===== src/rtl/strg_pkg.sv =====
// Package for the stepper trapezoid ramp generator.
// Holds field widths, event and mode codes, register indexes and sequencer states.
// No dependencies.
package strg_pkg;

  localparam int unsigned POS_W   = 32;
  localparam int unsigned SPD_W   = 18;
  localparam int unsigned TMR_W   = 48;
  localparam int unsigned ACC_W   = 24;
  localparam int unsigned RATE_W  = 27;
  localparam int unsigned PER_W   = 24;
  localparam int unsigned DIV_NW  = 2 * SPD_W;
  localparam int unsigned DIV_DW  = ACC_W + 1;
  localparam int unsigned IN_W    = 104;
  localparam int unsigned OUT_W   = 104;
  localparam int unsigned ADDR_W  = 5;

  typedef enum logic [1:0] {
    OP_START = 2'd0,
    OP_STOP  = 2'd1,
    OP_ALARM = 2'd2,
    OP_ZERO  = 2'd3
  } op_e;

  typedef enum logic [1:0] {
    MODE_IDLE  = 2'd0,
    MODE_ACCEL = 2'd1,
    MODE_RUN   = 2'd2,
    MODE_DECEL = 2'd3
  } mode_e;

  typedef enum logic [2:0] {
    REG_MAX_SPEED   = 3'd0,
    REG_START_SPEED = 3'd1,
    REG_ACCEL       = 3'd2,
    REG_TIMER_RATE  = 3'd3,
    REG_PERIOD_MIN  = 3'd4,
    REG_PERIOD_MAX  = 3'd5
  } reg_e;

  typedef enum logic [3:0] {
    S_IDLE,
    S_REM,
    S_STOP_GO,
    S_STOP_WAIT,
    S_ACC_GO,
    S_ACC_WAIT,
    S_PER_GO,
    S_PER_WAIT,
    S_OUT
  } state_e;

endpackage


===== src/rtl/strg_div.sv =====
// Restoring divider for the ramp generator, one quotient bit per cycle.
// Shared by the period, speed step and stopping distance divisions. No dependencies.
module strg_div #(
  parameter int unsigned NUM_W = 36,
  parameter int unsigned DEN_W = 25
) (
  input  logic             clk_i,
  input  logic             rst_ni,
  input  logic             start_i,
  input  logic [NUM_W-1:0] num_i,
  input  logic [DEN_W-1:0] den_i,
  output logic             done_o,
  output logic [NUM_W-1:0] quo_o
);

  localparam int unsigned CNT_W = $clog2(NUM_W + 1);

  logic             busy_q, busy_d;
  logic             done_q, done_d;
  logic [CNT_W-1:0] cnt_q, cnt_d;
  logic [DEN_W-1:0] rem_q, rem_d;
  logic [DEN_W-1:0] den_q, den_d;
  logic [NUM_W-1:0] quo_q, quo_d;
  logic [DEN_W:0]   shifted;
  logic             ge;

  // Load the operands on start, else shift in the next dividend bit and try a subtract
  always_comb begin
    shifted = {rem_q, quo_q[NUM_W-1]};
    ge      = shifted >= {1'b0, den_q};
    busy_d  = busy_q;
    done_d  = 1'b0;
    cnt_d   = cnt_q;
    rem_d   = rem_q;
    den_d   = den_q;
    quo_d   = quo_q;
    if (start_i) begin
      busy_d = 1'b1;
      cnt_d  = '0;
      rem_d  = '0;
      den_d  = den_i;
      quo_d  = num_i;
    end else if (busy_q) begin
      rem_d = ge ? DEN_W'(shifted - {1'b0, den_q}) : shifted[DEN_W-1:0];
      quo_d = {quo_q[NUM_W-2:0], ge};
      cnt_d = cnt_q + CNT_W'(1);
      if (cnt_q == CNT_W'(NUM_W - 1)) begin
        busy_d = 1'b0;
        done_d = 1'b1;
      end
    end
  end

  always_ff @(posedge clk_i or negedge rst_ni) begin
    if (!rst_ni) begin
      busy_q <= 1'b0;
      done_q <= 1'b0;
      cnt_q  <= '0;
    end else begin
      busy_q <= busy_d;
      done_q <= done_d;
      cnt_q  <= cnt_d;
    end
  end

  always_ff @(posedge clk_i) begin
    rem_q <= rem_d;
    den_q <= den_d;
    quo_q <= quo_d;
  end

  assign done_o = done_q;
  assign quo_o  = quo_q;

endmodule


===== src/rtl/stepper_trapezoid_ramp_generator.sv =====
// Top level of the stepper trapezoid ramp generator: APB registers, event sequencer,
// axis state and result register. Depends on strg_pkg and strg_div.
//
// Channel   Dir  Handshake                 Payload
// s_axis    in   tvalid/tready             tuser: operation; tdata: event fields
// m_axis    out  tvalid/tready             tdata: result fields; tlast: end of motion
// apb       in   psel/penable/pwrite       six registers at 4*i, pready always high
//
// Sequencer paths per item: stop, zero, idle and stopping alarms go straight to the
// output; a rising step edge that ends the move passes the remaining-distance check
// first. One pass of the shared divider has a launch, 36 quotient bits and a done flag;
// a start or a falling step edge makes one pass (period), a rising edge up to three
// (stop distance, speed step, period), two in continuous mode. Reset loads the register
// defaults and parks the axis at position zero. A result waits in the output register;
// the sequencer holds in its last state while that register is still full and not taken.
module stepper_trapezoid_ramp_generator (
  input  logic                         clk_i,
  input  logic                         rst_ni,
  // tuser: operation[1:0]
  // tdata: direction[0], speed_request[18:1], step_count[49:19], continuous[50],
  //        alarm_time[98:51], zero fill[103:99]
  input  logic                         s_axis_tvalid,
  output logic                         s_axis_tready,
  input  logic [strg_pkg::IN_W-1:0]    s_axis_tdata,
  input  logic [1:0]                   s_axis_tuser,
  // tdata: step_level[0], dir_level[1], motion_state[3:2], position_now[35:4],
  //        speed_now[53:36], next_alarm[101:54], timer_armed[102], zero fill[103]
  // tlast: this item ended the motion
  output logic                         m_axis_tvalid,
  input  logic                         m_axis_tready,
  output logic [strg_pkg::OUT_W-1:0]   m_axis_tdata,
  output logic                         m_axis_tlast,
  input  logic                         psel,
  input  logic                         penable,
  input  logic                         pwrite,
  input  logic [strg_pkg::ADDR_W-1:0]  paddr,
  input  logic [31:0]                  pwdata,
  output logic [31:0]                  prdata,
  output logic                         pready
);
  import strg_pkg::*;

  // Configuration registers
  logic [SPD_W-1:0]  max_spd_q, start_spd_q;
  logic [ACC_W-1:0]  accel_q;
  logic [RATE_W-1:0] rate_q;
  logic [PER_W-1:0]  pmin_q, pmax_q;

  // Axis state
  mode_e            mode_q, mode_d;
  logic             head_q, head_d;
  logic             pulse_q, pulse_d;
  logic             stop_q, stop_d;
  logic             cont_q, cont_d;
  logic [POS_W-1:0] pos_q, pos_d;
  logic [POS_W-1:0] tgt_q, tgt_d;
  logic [SPD_W-1:0] cs_q, cs_d;
  logic [SPD_W-1:0] gs_q, gs_d;

  // Per-item working registers
  state_e            state_q, state_d;
  logic              is_start_q, is_start_d;
  logic [TMR_W-1:0]  alarm_q, alarm_d;
  logic [POS_W-1:0]  rem_q, rem_d;
  logic [DIV_NW-1:0] sq_q, sq_d;
  logic [TMR_W-1:0]  next_q, next_d;
  logic              armed_q, armed_d;
  logic              done_q, done_d;

  // Result register
  logic              ov_q, ov_d;
  logic [OUT_W-1:0]  odata_q, odata_d;

  // Divider
  logic              div_start, div_done;
  logic [DIV_NW-1:0] div_num, div_quo;
  logic [DIV_DW-1:0] div_den;

  // Item fields
  op_e              in_op;
  logic             in_dir, in_cont;
  logic [SPD_W-1:0] in_spd;
  logic [30:0]      in_steps;
  logic [TMR_W-1:0] in_alarm;

  logic              in_acc, cfg_wr;
  logic [POS_W-1:0]  rem_calc;
  logic [SPD_W-1:0]  dv;
  logic [ACC_W:0]    dstep;
  logic [SPD_W+ACC_W:0] sum;
  logic [DIV_NW:0]   stop_dist;
  logic [DIV_NW-1:0] pclamp_a;
  logic [PER_W-1:0]  pclamp, per_p, half;
  logic              finish;

  assign in_op    = op_e'(s_axis_tuser);
  assign in_dir   = s_axis_tdata[0];
  assign in_spd   = s_axis_tdata[18:1];
  assign in_steps = s_axis_tdata[49:19];
  assign in_cont  = s_axis_tdata[50];
  assign in_alarm = s_axis_tdata[98:51];

  assign s_axis_tready = (state_q == S_IDLE);
  assign in_acc        = s_axis_tvalid && s_axis_tready;
  assign pready        = 1'b1;
  assign cfg_wr        = psel && penable && pwrite;

  // Register read back
  always_comb begin
    prdata = '0;
    unique case (paddr[4:2])
      REG_MAX_SPEED:   prdata = 32'(max_spd_q);
      REG_START_SPEED: prdata = 32'(start_spd_q);
      REG_ACCEL:       prdata = 32'(accel_q);
      REG_TIMER_RATE:  prdata = 32'(rate_q);
      REG_PERIOD_MIN:  prdata = 32'(pmin_q);
      REG_PERIOD_MAX:  prdata = 32'(pmax_q);
      default:         prdata = '0;
    endcase
  end

  always_ff @(posedge clk_i or negedge rst_ni) begin
    if (!rst_ni) begin
      max_spd_q   <= SPD_W'(20000);
      start_spd_q <= SPD_W'(500);
      accel_q     <= ACC_W'(20000);
      rate_q      <= RATE_W'(1000000);
      pmin_q      <= PER_W'(10);
      pmax_q      <= PER_W'(100000);
    end else if (cfg_wr) begin
      unique case (paddr[4:2])
        REG_MAX_SPEED:   max_spd_q   <= pwdata[SPD_W-1:0];
        REG_START_SPEED: start_spd_q <= pwdata[SPD_W-1:0];
        REG_ACCEL:       accel_q     <= pwdata[ACC_W-1:0];
        REG_TIMER_RATE:  rate_q      <= pwdata[RATE_W-1:0];
        REG_PERIOD_MIN:  pmin_q      <= pwdata[PER_W-1:0];
        REG_PERIOD_MAX:  pmax_q      <= pwdata[PER_W-1:0];
        default: ;
      endcase
    end
  end

  // Divider operand select
  always_comb begin
    div_start = 1'b0;
    div_num   = '0;
    div_den   = DIV_DW'(1);
    unique case (state_q)
      S_STOP_GO: begin
        div_start = 1'b1;
        div_num   = sq_q;
        div_den   = (accel_q == '0) ? DIV_DW'(1) : {accel_q, 1'b0};
      end
      S_ACC_GO: begin
        div_start = 1'b1;
        div_num   = DIV_NW'(accel_q);
        div_den   = (cs_q == '0) ? DIV_DW'(1) : DIV_DW'(cs_q);
      end
      S_PER_GO: begin
        div_start = (cs_q != '0);
        div_num   = DIV_NW'(rate_q);
        div_den   = DIV_DW'(cs_q);
      end
      default: ;
    endcase
  end

  strg_div #(
    .NUM_W(DIV_NW),
    .DEN_W(DIV_DW)
  ) u_div (
    .clk_i  (clk_i),
    .rst_ni (rst_ni),
    .start_i(div_start),
    .num_i  (div_num),
    .den_i  (div_den),
    .done_o (div_done),
    .quo_o  (div_quo)
  );

  // Shared datapath terms
  always_comb begin
    rem_calc  = head_q ? (tgt_q - pos_q) : (pos_q - tgt_q);
    dv        = cs_q - start_spd_q;
    dstep     = div_quo[ACC_W:0] + (ACC_W+1)'(1);
    sum       = (SPD_W+ACC_W+1)'(cs_q) + (SPD_W+ACC_W+1)'(dstep);
    stop_dist = {1'b0, div_quo} + (DIV_NW+1)'(1);
    pclamp_a  = (div_quo < DIV_NW'(pmin_q)) ? DIV_NW'(pmin_q) : div_quo;
    pclamp    = (pclamp_a > DIV_NW'(pmax_q)) ? pmax_q : pclamp_a[PER_W-1:0];
    per_p     = (state_q == S_PER_GO) ? pmax_q : pclamp;
    half      = per_p >> 1;
    if (!is_start_q && half < pmin_q) begin
      half = pmin_q;
    end
    finish = ((state_q == S_PER_GO) && (cs_q == '0)) || ((state_q == S_PER_WAIT) && div_done);
  end

  // Next state
  always_comb begin
    state_d = state_q;
    unique case (state_q)
      S_IDLE: begin
        if (in_acc) begin
          unique case (in_op)
            OP_START: state_d = S_PER_GO;
            OP_ALARM: begin
              if (mode_q == MODE_IDLE || stop_q) begin
                state_d = S_OUT;
              end else if (pulse_q) begin
                state_d = S_PER_GO;
              end else begin
                state_d = cont_q ? S_ACC_GO : S_REM;
              end
            end
            default: state_d = S_OUT;
          endcase
        end
      end
      S_REM: begin
        if (rem_calc == '0 || rem_calc[POS_W-1]) begin
          state_d = S_OUT;
        end else if (cs_q <= start_spd_q) begin
          state_d = S_ACC_GO;
        end else begin
          state_d = S_STOP_GO;
        end
      end
      S_STOP_GO:   state_d = S_STOP_WAIT;
      S_STOP_WAIT: if (div_done) state_d = S_ACC_GO;
      S_ACC_GO:    state_d = S_ACC_WAIT;
      S_ACC_WAIT:  if (div_done) state_d = S_PER_GO;
      S_PER_GO:    state_d = (cs_q == '0) ? S_OUT : S_PER_WAIT;
      S_PER_WAIT:  if (div_done) state_d = S_OUT;
      S_OUT:       if (!ov_q || m_axis_tready) state_d = S_IDLE;
      default:     state_d = S_IDLE;
    endcase
  end

  // Axis and result updates
  always_comb begin
    mode_d     = mode_q;
    head_d     = head_q;
    pulse_d    = pulse_q;
    stop_d     = stop_q;
    cont_d     = cont_q;
    pos_d      = pos_q;
    tgt_d      = tgt_q;
    cs_d       = cs_q;
    gs_d       = gs_q;
    is_start_d = is_start_q;
    alarm_d    = alarm_q;
    rem_d      = rem_q;
    sq_d       = sq_q;
    next_d     = next_q;
    armed_d    = armed_q;
    done_d     = done_q;
    ov_d       = ov_q && !m_axis_tready;
    odata_d    = odata_q;
    unique case (state_q)
      S_IDLE: begin
        if (in_acc) begin
          is_start_d = 1'b0;
          alarm_d    = in_alarm;
          next_d     = '0;
          armed_d    = 1'b0;
          done_d     = 1'b0;
          unique case (in_op)
            OP_START: begin
              is_start_d = 1'b1;
              head_d     = in_dir;
              gs_d       = (in_spd > max_spd_q) ? max_spd_q : in_spd;
              cs_d       = start_spd_q;
              cont_d     = in_cont;
              stop_d     = 1'b0;
              pulse_d    = 1'b0;
              mode_d     = MODE_ACCEL;
              if (!in_cont) begin
                tgt_d = in_dir ? (pos_q + POS_W'(in_steps)) : (pos_q - POS_W'(in_steps));
              end
            end
            OP_STOP: begin
              if (mode_q != MODE_IDLE) begin
                stop_d  = 1'b1;
                armed_d = 1'b1;
              end
            end
            OP_ZERO: begin
              pos_d  = '0;
              stop_d = 1'b0;
              mode_d = MODE_IDLE;
              cs_d   = '0;
            end
            default: begin
              if (mode_q != MODE_IDLE) begin
                if (stop_q) begin
                  pulse_d = 1'b0;
                  mode_d  = MODE_IDLE;
                  cs_d    = '0;
                  stop_d  = 1'b0;
                  done_d  = 1'b1;
                end else begin
                  pulse_d = !pulse_q;
                  if (!pulse_q) begin
                    pos_d = head_q ? (pos_q + POS_W'(1)) : (pos_q - POS_W'(1));
                  end
                end
              end
            end
          endcase
        end
      end
      S_REM: begin
        rem_d = rem_calc;
        sq_d  = DIV_NW'(dv) * DIV_NW'(dv);
        if (rem_calc == '0 || rem_calc[POS_W-1]) begin
          pulse_d = 1'b0;
          mode_d  = MODE_IDLE;
          cs_d    = '0;
          stop_d  = 1'b0;
          done_d  = 1'b1;
        end
      end
      S_STOP_WAIT: begin
        if (div_done && ((DIV_NW+1)'(rem_q) <= stop_dist)) begin
          mode_d = MODE_DECEL;
          gs_d   = start_spd_q;
        end
      end
      S_ACC_WAIT: begin
        if (div_done) begin
          if (cs_q < gs_q) begin
            mode_d = MODE_ACCEL;
            cs_d   = (sum > (SPD_W+ACC_W+1)'(gs_q)) ? gs_q : sum[SPD_W-1:0];
          end else if (cs_q > gs_q) begin
            mode_d = MODE_DECEL;
            if (cs_q <= start_spd_q || dstep >= (ACC_W+1)'(dv)) begin
              cs_d = start_spd_q;
            end else begin
              cs_d = cs_q - dstep[SPD_W-1:0];
            end
          end else begin
            mode_d = MODE_RUN;
          end
        end
      end
      S_OUT: begin
        if (!ov_q || m_axis_tready) begin
          ov_d    = 1'b1;
          odata_d = {done_q, armed_q, next_q, cs_q, pos_q, mode_q, head_q, pulse_q};
        end
      end
      default: ;
    endcase
    // Period pass finished, or skipped at zero speed: form the next alarm time
    if (finish) begin
      armed_d = 1'b1;
      next_d  = is_start_q ? TMR_W'(half) : (alarm_q + TMR_W'(half));
    end
  end

  always_ff @(posedge clk_i or negedge rst_ni) begin
    if (!rst_ni) begin
      state_q <= S_IDLE;
      mode_q  <= MODE_IDLE;
      head_q  <= 1'b1;
      pulse_q <= 1'b0;
      stop_q  <= 1'b0;
      cont_q  <= 1'b0;
      pos_q   <= '0;
      tgt_q   <= '0;
      cs_q    <= '0;
      gs_q    <= '0;
      ov_q    <= 1'b0;
    end else begin
      state_q <= state_d;
      mode_q  <= mode_d;
      head_q  <= head_d;
      pulse_q <= pulse_d;
      stop_q  <= stop_d;
      cont_q  <= cont_d;
      pos_q   <= pos_d;
      tgt_q   <= tgt_d;
      cs_q    <= cs_d;
      gs_q    <= gs_d;
      ov_q    <= ov_d;
    end
  end

  always_ff @(posedge clk_i) begin
    is_start_q <= is_start_d;
    alarm_q    <= alarm_d;
    rem_q      <= rem_d;
    sq_q       <= sq_d;
    next_q     <= next_d;
    armed_q    <= armed_d;
    done_q     <= done_d;
    odata_q    <= odata_d;
  end

  assign m_axis_tvalid = ov_q;
  assign m_axis_tdata  = {1'b0, odata_q[OUT_W-2:0]};
  assign m_axis_tlast  = odata_q[OUT_W-1];

endmodule


===== config.mk =====
export PLATFORM = sky130hd
export DESIGN_NAME = stepper_trapezoid_ramp_generator
export DESIGN_NICKNAME = d
export VERILOG_FILES = /design/src/rtl/strg_pkg.sv /design/src/rtl/strg_div.sv /design/src/rtl/stepper_trapezoid_ramp_generator.sv
export SDC_FILE = /design/constraint.sdc
export NUM_CORES = 2
export LEC_CHECK = 0
export ABC_CLOCK_PERIOD_IN_PS = 19260
export CAP_MARGIN = 15
export CORE_MARGIN = 2
export CORE_UTILIZATION = 28
export CTS_CLUSTER_SIZE = 24
export DETAILED_ROUTE_END_ITERATION = 7
export DONT_BUFFER_PORTS = 1
export SETUP_SLACK_MARGIN = 0.15
export SYNTH_ARGS = -nofsm -noshare
export SYNTH_HDL_FRONTEND = slang
export SYNTH_HIERARCHICAL = 1
export SYNTH_SLANG_ARGS = --single-unit
export TNS_END_PERCENT = 100

===== constraint.sdc =====
create_clock -name clk_i -period 19.26 [get_ports clk_i]
set_input_delay 1.926 -clock clk_i [delete_from_list [all_inputs] [get_ports clk_i]]
set_output_delay 1.926 -clock clk_i [all_outputs]
set_load 0.02 [all_outputs]

### After elaboration in Yosys (flattened, before gate mapping)

Cells that the tools add are included.

| storage, ports and cells | value |
|---|---|
| bits in latches | 0 |
| memory bits (read-only) | 0 |
| output and inout bits | 140 |
| flip-flop bits (word level) | 611 |
| logic and storage cells | 245 |
| input bits | 150 |
| bits in writable memories | 0 |
| memories kept | 0 |

| operators by class | value |
|---|---|
| $lt $le $gt $ge | 11 |
| divide/modulo/power cells | 0 |
| reductions and logical operators | 58 |
| bitwise gates (word level) | 2 |
| add/sub/neg operators | 14 |
| multipliers | 1 |
| equality and inequality tests | 35 |
| muxes and demuxes | 93 |
| shifts and indexed selects | 0 |

Operators by type and width:

| operator | count |
|---|---|
| two-way mux 18 bit | 14 |
| two-way mux 32 bit | 6 |
| two-way mux 48 bit | 4 |
| one-hot mux 27 bit (6 select lines) | 1 |
| two-way mux 36 bit | 3 |
| one-hot mux 18 bit (3 select lines) | 2 |
| one-hot mux 36 bit (3 select lines) | 1 |
| one-hot mux 25 bit (3 select lines) | 1 |
| two-way mux 24 bit | 3 |
| one-hot mux 32 bit (2 select lines) | 1 |
| subtractor 32 bit | 2 |
| two-way mux 25 bit | 2 |
| adder 48 x 24 -> 48 bit | 1 |
| adder 36 x 1 -> 37 bit, second input constant | 1 |
| <= comparator 32 x 37 -> 1 bit | 1 |
| greater-than comparator 18 bit | 2 |
| greater-than comparator 36 x 24 -> 1 bit | 1 |
| < comparator 36 x 24 -> 1 bit | 1 |
| multiplier 18 x 18 -> 36 bit | 1 |
| one-hot mux 18 bit (2 select lines) | 1 |
| one-hot mux 4 bit (9 select lines) | 1 |
| subtractor 18 bit | 2 |
| adder 32 x 1 -> 32 bit, second input constant | 1 |
| adder 32 x 31 -> 32 bit | 1 |
| 59 further kinds | 160 |

### Logic depth before layout (Yosys ltp)

| logic depth | value |
|---|---|
| word-level depth | 11 |
| gate-level depth with buffers | 50 |

### By module

Netlist, hierarchy kept.

By module, submodules not included:

| module | area each (um^2) | instances | seq. area each (um^2) | cells each |
|---|---|---|---|---|
| stepper_trapezoid_ramp_generator | 45,994.1 | 1 | 14,293.7 | 4,910 |
| strg_div | 5,197.5 | 1 | 2,532.4 | 463 |

### Worst setup path before layout

No wires, ideal clock.

| path | value |
|---|---|
| kind | reg-to-reg |
| start | register pmin_q[1] |
| end | register next_q[40] (data pin) |
| arrival time | 10.125 ns |
| clock period less this slack | 10.391 ns |
| path buffers | 6 |
| library setup time | 0.266 ns |
| stages on the path, launching flop included | 49 |
| required time | 18.994 ns |
| setup slack | 8.869 ns |
| path through | dfstp_2 inv_1 ha_1 a21o_1 a211oi_1 o31a_1 o21ai_1 a41oi_2 clkbuf_1 mux2_2 ha_1 nand4_1 nor3_1 nand3_1 or3_1 a211oi_1 a31o_2 buf_2 (+13 left out) clkbuf_1 buf_2 mux2_2 ha_1 inv_1 fa_1 nor2b_1 o21a_1 o21ai_0 a211oi_1 o21ai_0 a31oi_1 a21o_1 a211oi_1 clkbuf_1 nor3_1 xnor2_1 nor2_1 |

| on the way | value |
|---|---|
| word-level cells in the longest chain between the ends | 11 |

RTL lines:

| element | line | RTL |
|---|---|---|
| from (decl) | stepper_trapezoid_ramp_generator.sv:47 | `logic [PER_W-1:0] pmin_q, pmax_q;` |
| from (signal assigned) | stepper_trapezoid_ramp_generator.sv:136 | `REG_PERIOD_MIN: pmin_q <= pwdata[PER_W-1:0];` |
| < comparator 36 x 24 -> 1 bit | stepper_trapezoid_ramp_generator.sv:188 | `pclamp_a = (div_quo < DIV_NW'(pmin_q)) ? DIV_NW'(pmin_q) : div_quo;` |
| two-way mux 36 bit | stepper_trapezoid_ramp_generator.sv:188 |  |
| greater-than comparator 36 x 24 -> 1 bit | stepper_trapezoid_ramp_generator.sv:189 | `pclamp = (pclamp_a > DIV_NW'(pmax_q)) ? pmax_q : pclamp_a[PER_W-1:0];` |
| two-way mux 24 bit | stepper_trapezoid_ramp_generator.sv:189 |  |
| two-way mux 24 bit | stepper_trapezoid_ramp_generator.sv:190 | `per_p = (state_q == S_PER_GO) ? pmax_q : pclamp;` |
| < comparator 23 x 24 -> 1 bit | stepper_trapezoid_ramp_generator.sv:192 | `if (!is_start_q && half < pmin_q) begin` |
| logical AND 1 bit | stepper_trapezoid_ramp_generator.sv:192 |  |
| two-way mux 24 bit (*) | stepper_trapezoid_ramp_generator.sv:192 |  |
| adder 48 x 24 -> 48 bit (*) | stepper_trapezoid_ramp_generator.sv:357 | `next_d = is_start_q ? TMR_W'(half) : (alarm_q + TMR_W'(half));` |
| two-way mux 48 bit (*) | stepper_trapezoid_ramp_generator.sv:357 |  |
| two-way mux 48 bit (*) | stepper_trapezoid_ramp_generator.sv:355 | `if (finish) begin` |
| to (signal assigned) | stepper_trapezoid_ramp_generator.sv:394 | `next_q <= next_d;` |
| to (decl) | stepper_trapezoid_ramp_generator.sv:66 | `logic [TMR_W-1:0] next_q, next_d;` |

Every way passes the cells marked *; elsewhere a longest branch is shown, timed or not.
A chain may end at the register's enable or synchronous reset.

### Worst setup path in the final report

| path | value |
|---|---|
| start | register pmin_q[1] |
| end | register next_q[42] (data pin) |

Same word-level chain as after synthesis.

==> summary.md <==
| Metric | Value |
|---|---|
| Outcome | `finished clean` |
| Via/cell ratio | `5.29` |
| Worst R2R Path Depth | `45` |
| # fillers | `18800` |
| Flops & latches, synth | `610` |
| Post-route DRC | `0` |
| Share of layout cells above drive strength 1 | `9.16%` |
| Clock buffer depth | `3` |
| Yosys warning count | `6` |
| Initial core utilization | `28.3%` |
| # IOs | `290` |
| Overall Global Routing Usage | `17.8%` |
| CTS tree | `done` |
| Post-Syn Area per Cell | `9.53 sq um` |
| WP buf/inv | `5` |
| CP Depth | `45` |
| Hold Crit Class | `flop to flop` |
| Setup Buffers After CTS | `0` |
| RSZ-0062 raised after global routing | `no` |
| Cell Rows | `156` |
| Total clock sinks | `610` |
| Largest cells by area after synthesis | `edfxtp_1 19%, ha_1 13%, dfrtp_1 11%, fa_1 8.8%, inv_1 4.3%` |
| Global placement routability congestion | `0.952` |
| Final period util | `62.2%` |
| Total CTS buffers | `71` |
| Final Hold Fails | `0` |
| Routed WL | `170 mm` |
| CTS root buf | `clkbuf_16` |
| Post-Synthesis Cell Area | `51200 sq um` |
| Die H | `432 microns` |
| Crit path max-delay family | `compound AO/OA/AOI/OAI gates` |
| Clock Skews | `0.0439 ns` |
| Die width | `432 microns` |
| Yosys cell types | `118` |
| Final Max Slew Viols | `0` |
| Seq/Total Area, Yosys | `32.9%` |
| Crit path DAT | `12.39 ns` |
| Core box area | `181000 sq um` |
| Detail Route Antenna Nets | `0` |
| Final net count | `6211` |
| WHS Path Cells | `0` |
| Crit path to | `next_q[42]$_SDFFCE_PP0P_` |
| Crit path max fanout | `25` |
| Setup TNS Final | `0 ns` |
| Crit path top cell by count | `a21o_1` |
| Tightest Pin Transition | `1.27 ns` |
| R2R Setup Slk | `7.28 ns` |
| Placed cells | `7618` |
| Post-synth top flop | `edfxtp_1` |
| First-pass GRT wire length | `253 mm` |
| Reg clk slew, reported paths | `0.06 ns` |
| Worst reg2reg endpoint | `next_q[42]$_SDFFCE_PP0P_` |
| Max-cap violation count | `0` |
| Die ar. | `186000 sq um` |
| Layout Cells excl Fill | `7761` |
| Vias in the first global route | `40500` |
| Post-DP HPWL | `132 mm` |
| Final setup violation count | `0` |
| Yosys top cell area share | `19.4%` |
| Cell count after synthesis | `5373` |
| Period minus WS final | `11.98 ns` |
| Ys async rst share | `41.6%` |
| Worst skew pair latency | `0.70 ns` |
| Setup crit start | `pmin_q[1]$_DFFE_PN1P_` |
| Critical-path top delay cell | `a31o_2` |
| Synth area leader | `edfxtp_1` |
| Max-slew headroom | `15.1%` |
| CP Launch Type | `flop` |
| Initial antenna violation count | `4` |
| Largest net degree at the start of global routing | `255` |
| Fmax | `0.0835 GHz` |
| H-tree levels | `3` |
| Reg2reg start | `pmin_q[1]$_DFFE_PN1P_` |
| Drt wl/cell | `21.9 microns` |
| Crit-path max cell delay | `0.65 ns` |
| Port Buf Inserts | `0` |
| EDFF count, synth | `330` |
| WS Path Type | `flop to flop` |
| Hold buffer count at cts | `0` |
| Required time worst endpoint | `19.67 ns` |
| Gr ovfl total | `0` |
| Routed vias | `41000` |
| Iteration-0 DRC count of the detailed router | `3720` |
| Post-CTS sizing | `0` |
| Area growth, synth to finish | `10.1%` |
| CP Capture Type | `flop` |
| Drt first pass iters | `6` |
area by class of cell:
type	count	area, sq um	share of cell area [%]
diodes	11	27.5	0.0489
clock buffers	93	1970	3.50
clock inverters	38	408	0.724
inverters	593	2230	3.95
multi-input cells	3977	31400	55.7
flip-flops and latches	610	16800	29.9
well taps	2370	2970	5.26
repair buffers	69	518	0.919
synthesized netlist by cell type, drive strengths merged, types with 15 or more instances:
library cell / number
inv: 588
ha: 513
nand2: 409
nor2: 407
a21oi: 354
o21ai: 335
edfxtp: 330
fa: 226
dfrtp: 222
mux2: 191
clkbuf: 147
xnor2: 142
xor2: 127
a21o: 110
nand3: 102
nor3: 86
nand4: 82
a211oi: 64
a22oi: 63
nand2b: 56
mux2i: 52
buf: 50
nor2b: 47
nor4: 40
and2: 39
o21bai: 39
o21a: 34
or3: 34
a22o: 33
and3: 33
dfstp: 32
o31ai: 30
dfxtp: 26
o211ai: 26
a222oi: 25
a31oi: 22
or2: 15
state kept, by name, indices dropped and copies added (netlist names), 25 cells and up:
signal and cells:
next_q 48, u_div/quo_o 36, odata_q 104, tgt_q 32, u_div/den_q 25, sq_q 35, alarm_q 48, pos_q 32
rate_q 27, u_div/rem_q 25, rem_q 32
logic make-up (layout without fill, tap and decap cells):
| logic type | after synthesis | in the layout | synth area share [%] |
|---|---|---|---|
| mux | 243 | 243 | 5.22 |
| other cells | 2 | 18 | 0.0147 |
| buf+inv | 791 | 793 | 6.09 |
| fa+ha+maj | 740 | 740 | 21.4 |
| simple gates | 1418 | 1418 | 13.4 |
| flops | 610 | 610 | 32.9 |
| compound gates | 1300 | 1300 | 16.4 |
| xor+xnor | 269 | 269 | 4.62 |
cell usage in the layout (no fill, tap or decap), types with 47 or more instances in the layout:
cell,n
inv_1,583
ha_1,513
nand2_1,405
nor2_1,398
a21oi_1,349
edfxtp_1,330
o21ai_0,324
fa_1,226
dfrtp_1,222
mux2_2,186
xnor2_1,142
xor2_1,126
a21o_1,108
nand3_1,98
nand4_1,79
nor3_1,78
clkbuf_16,74
buf_4,69
a22oi_1,63
a211oi_1,62
nand2b_1,56
mux2i_1,52
nor2b_1,47
metal layers:
layer | global-route usage (%) | routed length (microns) | share of wire (%) | up-vias
met3 | 3.01 | 11000 | 6.5 | 316
met1 | 23.2 | 72500 | 43 | 20300
met2 | 28.9 | 77700 | 46 | 1436
li1 | - | - | - | 19000
met5 | 0 | 8 | 0.0047 | -
met4 | 8.36 | 8690 | 5.1 | 2
worst min path at each step:
stage,startpoint,to,slack (ns)
floorplan,next_q[46]$_SDFFCE_PP0P_,odata_q[100]$_DFFE_PP_,0.40
global placement,next_q[37]$_SDFFCE_PP0P_,odata_q[91]$_DFFE_PP_,0.40
detailed placement,next_q[43]$_SDFFCE_PP0P_,odata_q[97]$_DFFE_PP_,0.40
CTS,next_q[29]$_SDFFCE_PP0P_,odata_q[83]$_DFFE_PP_,0.38
global route,next_q[29]$_SDFFCE_PP0P_,odata_q[83]$_DFFE_PP_,0.39
finish,next_q[29]$_SDFFCE_PP0P_,odata_q[83]$_DFFE_PP_,0.38
through the flow:
stage	instance area, sq um	util (%)	hold slack, ns	setup slack, ns
global route	56300	31.1	0.391	6.66
floorplan	51200	-	0.400	8.87
finish	56300	31.1	0.384	7.28
detailed placement	53900	29.8	0.405	7.25
CTS	56300	31.1	0.381	7.14
global placement	53900	29.8	0.401	7.24
Power is not shown: default switching activity piles up to over one toggle a cycle in this logic, so the estimate is an artifact.
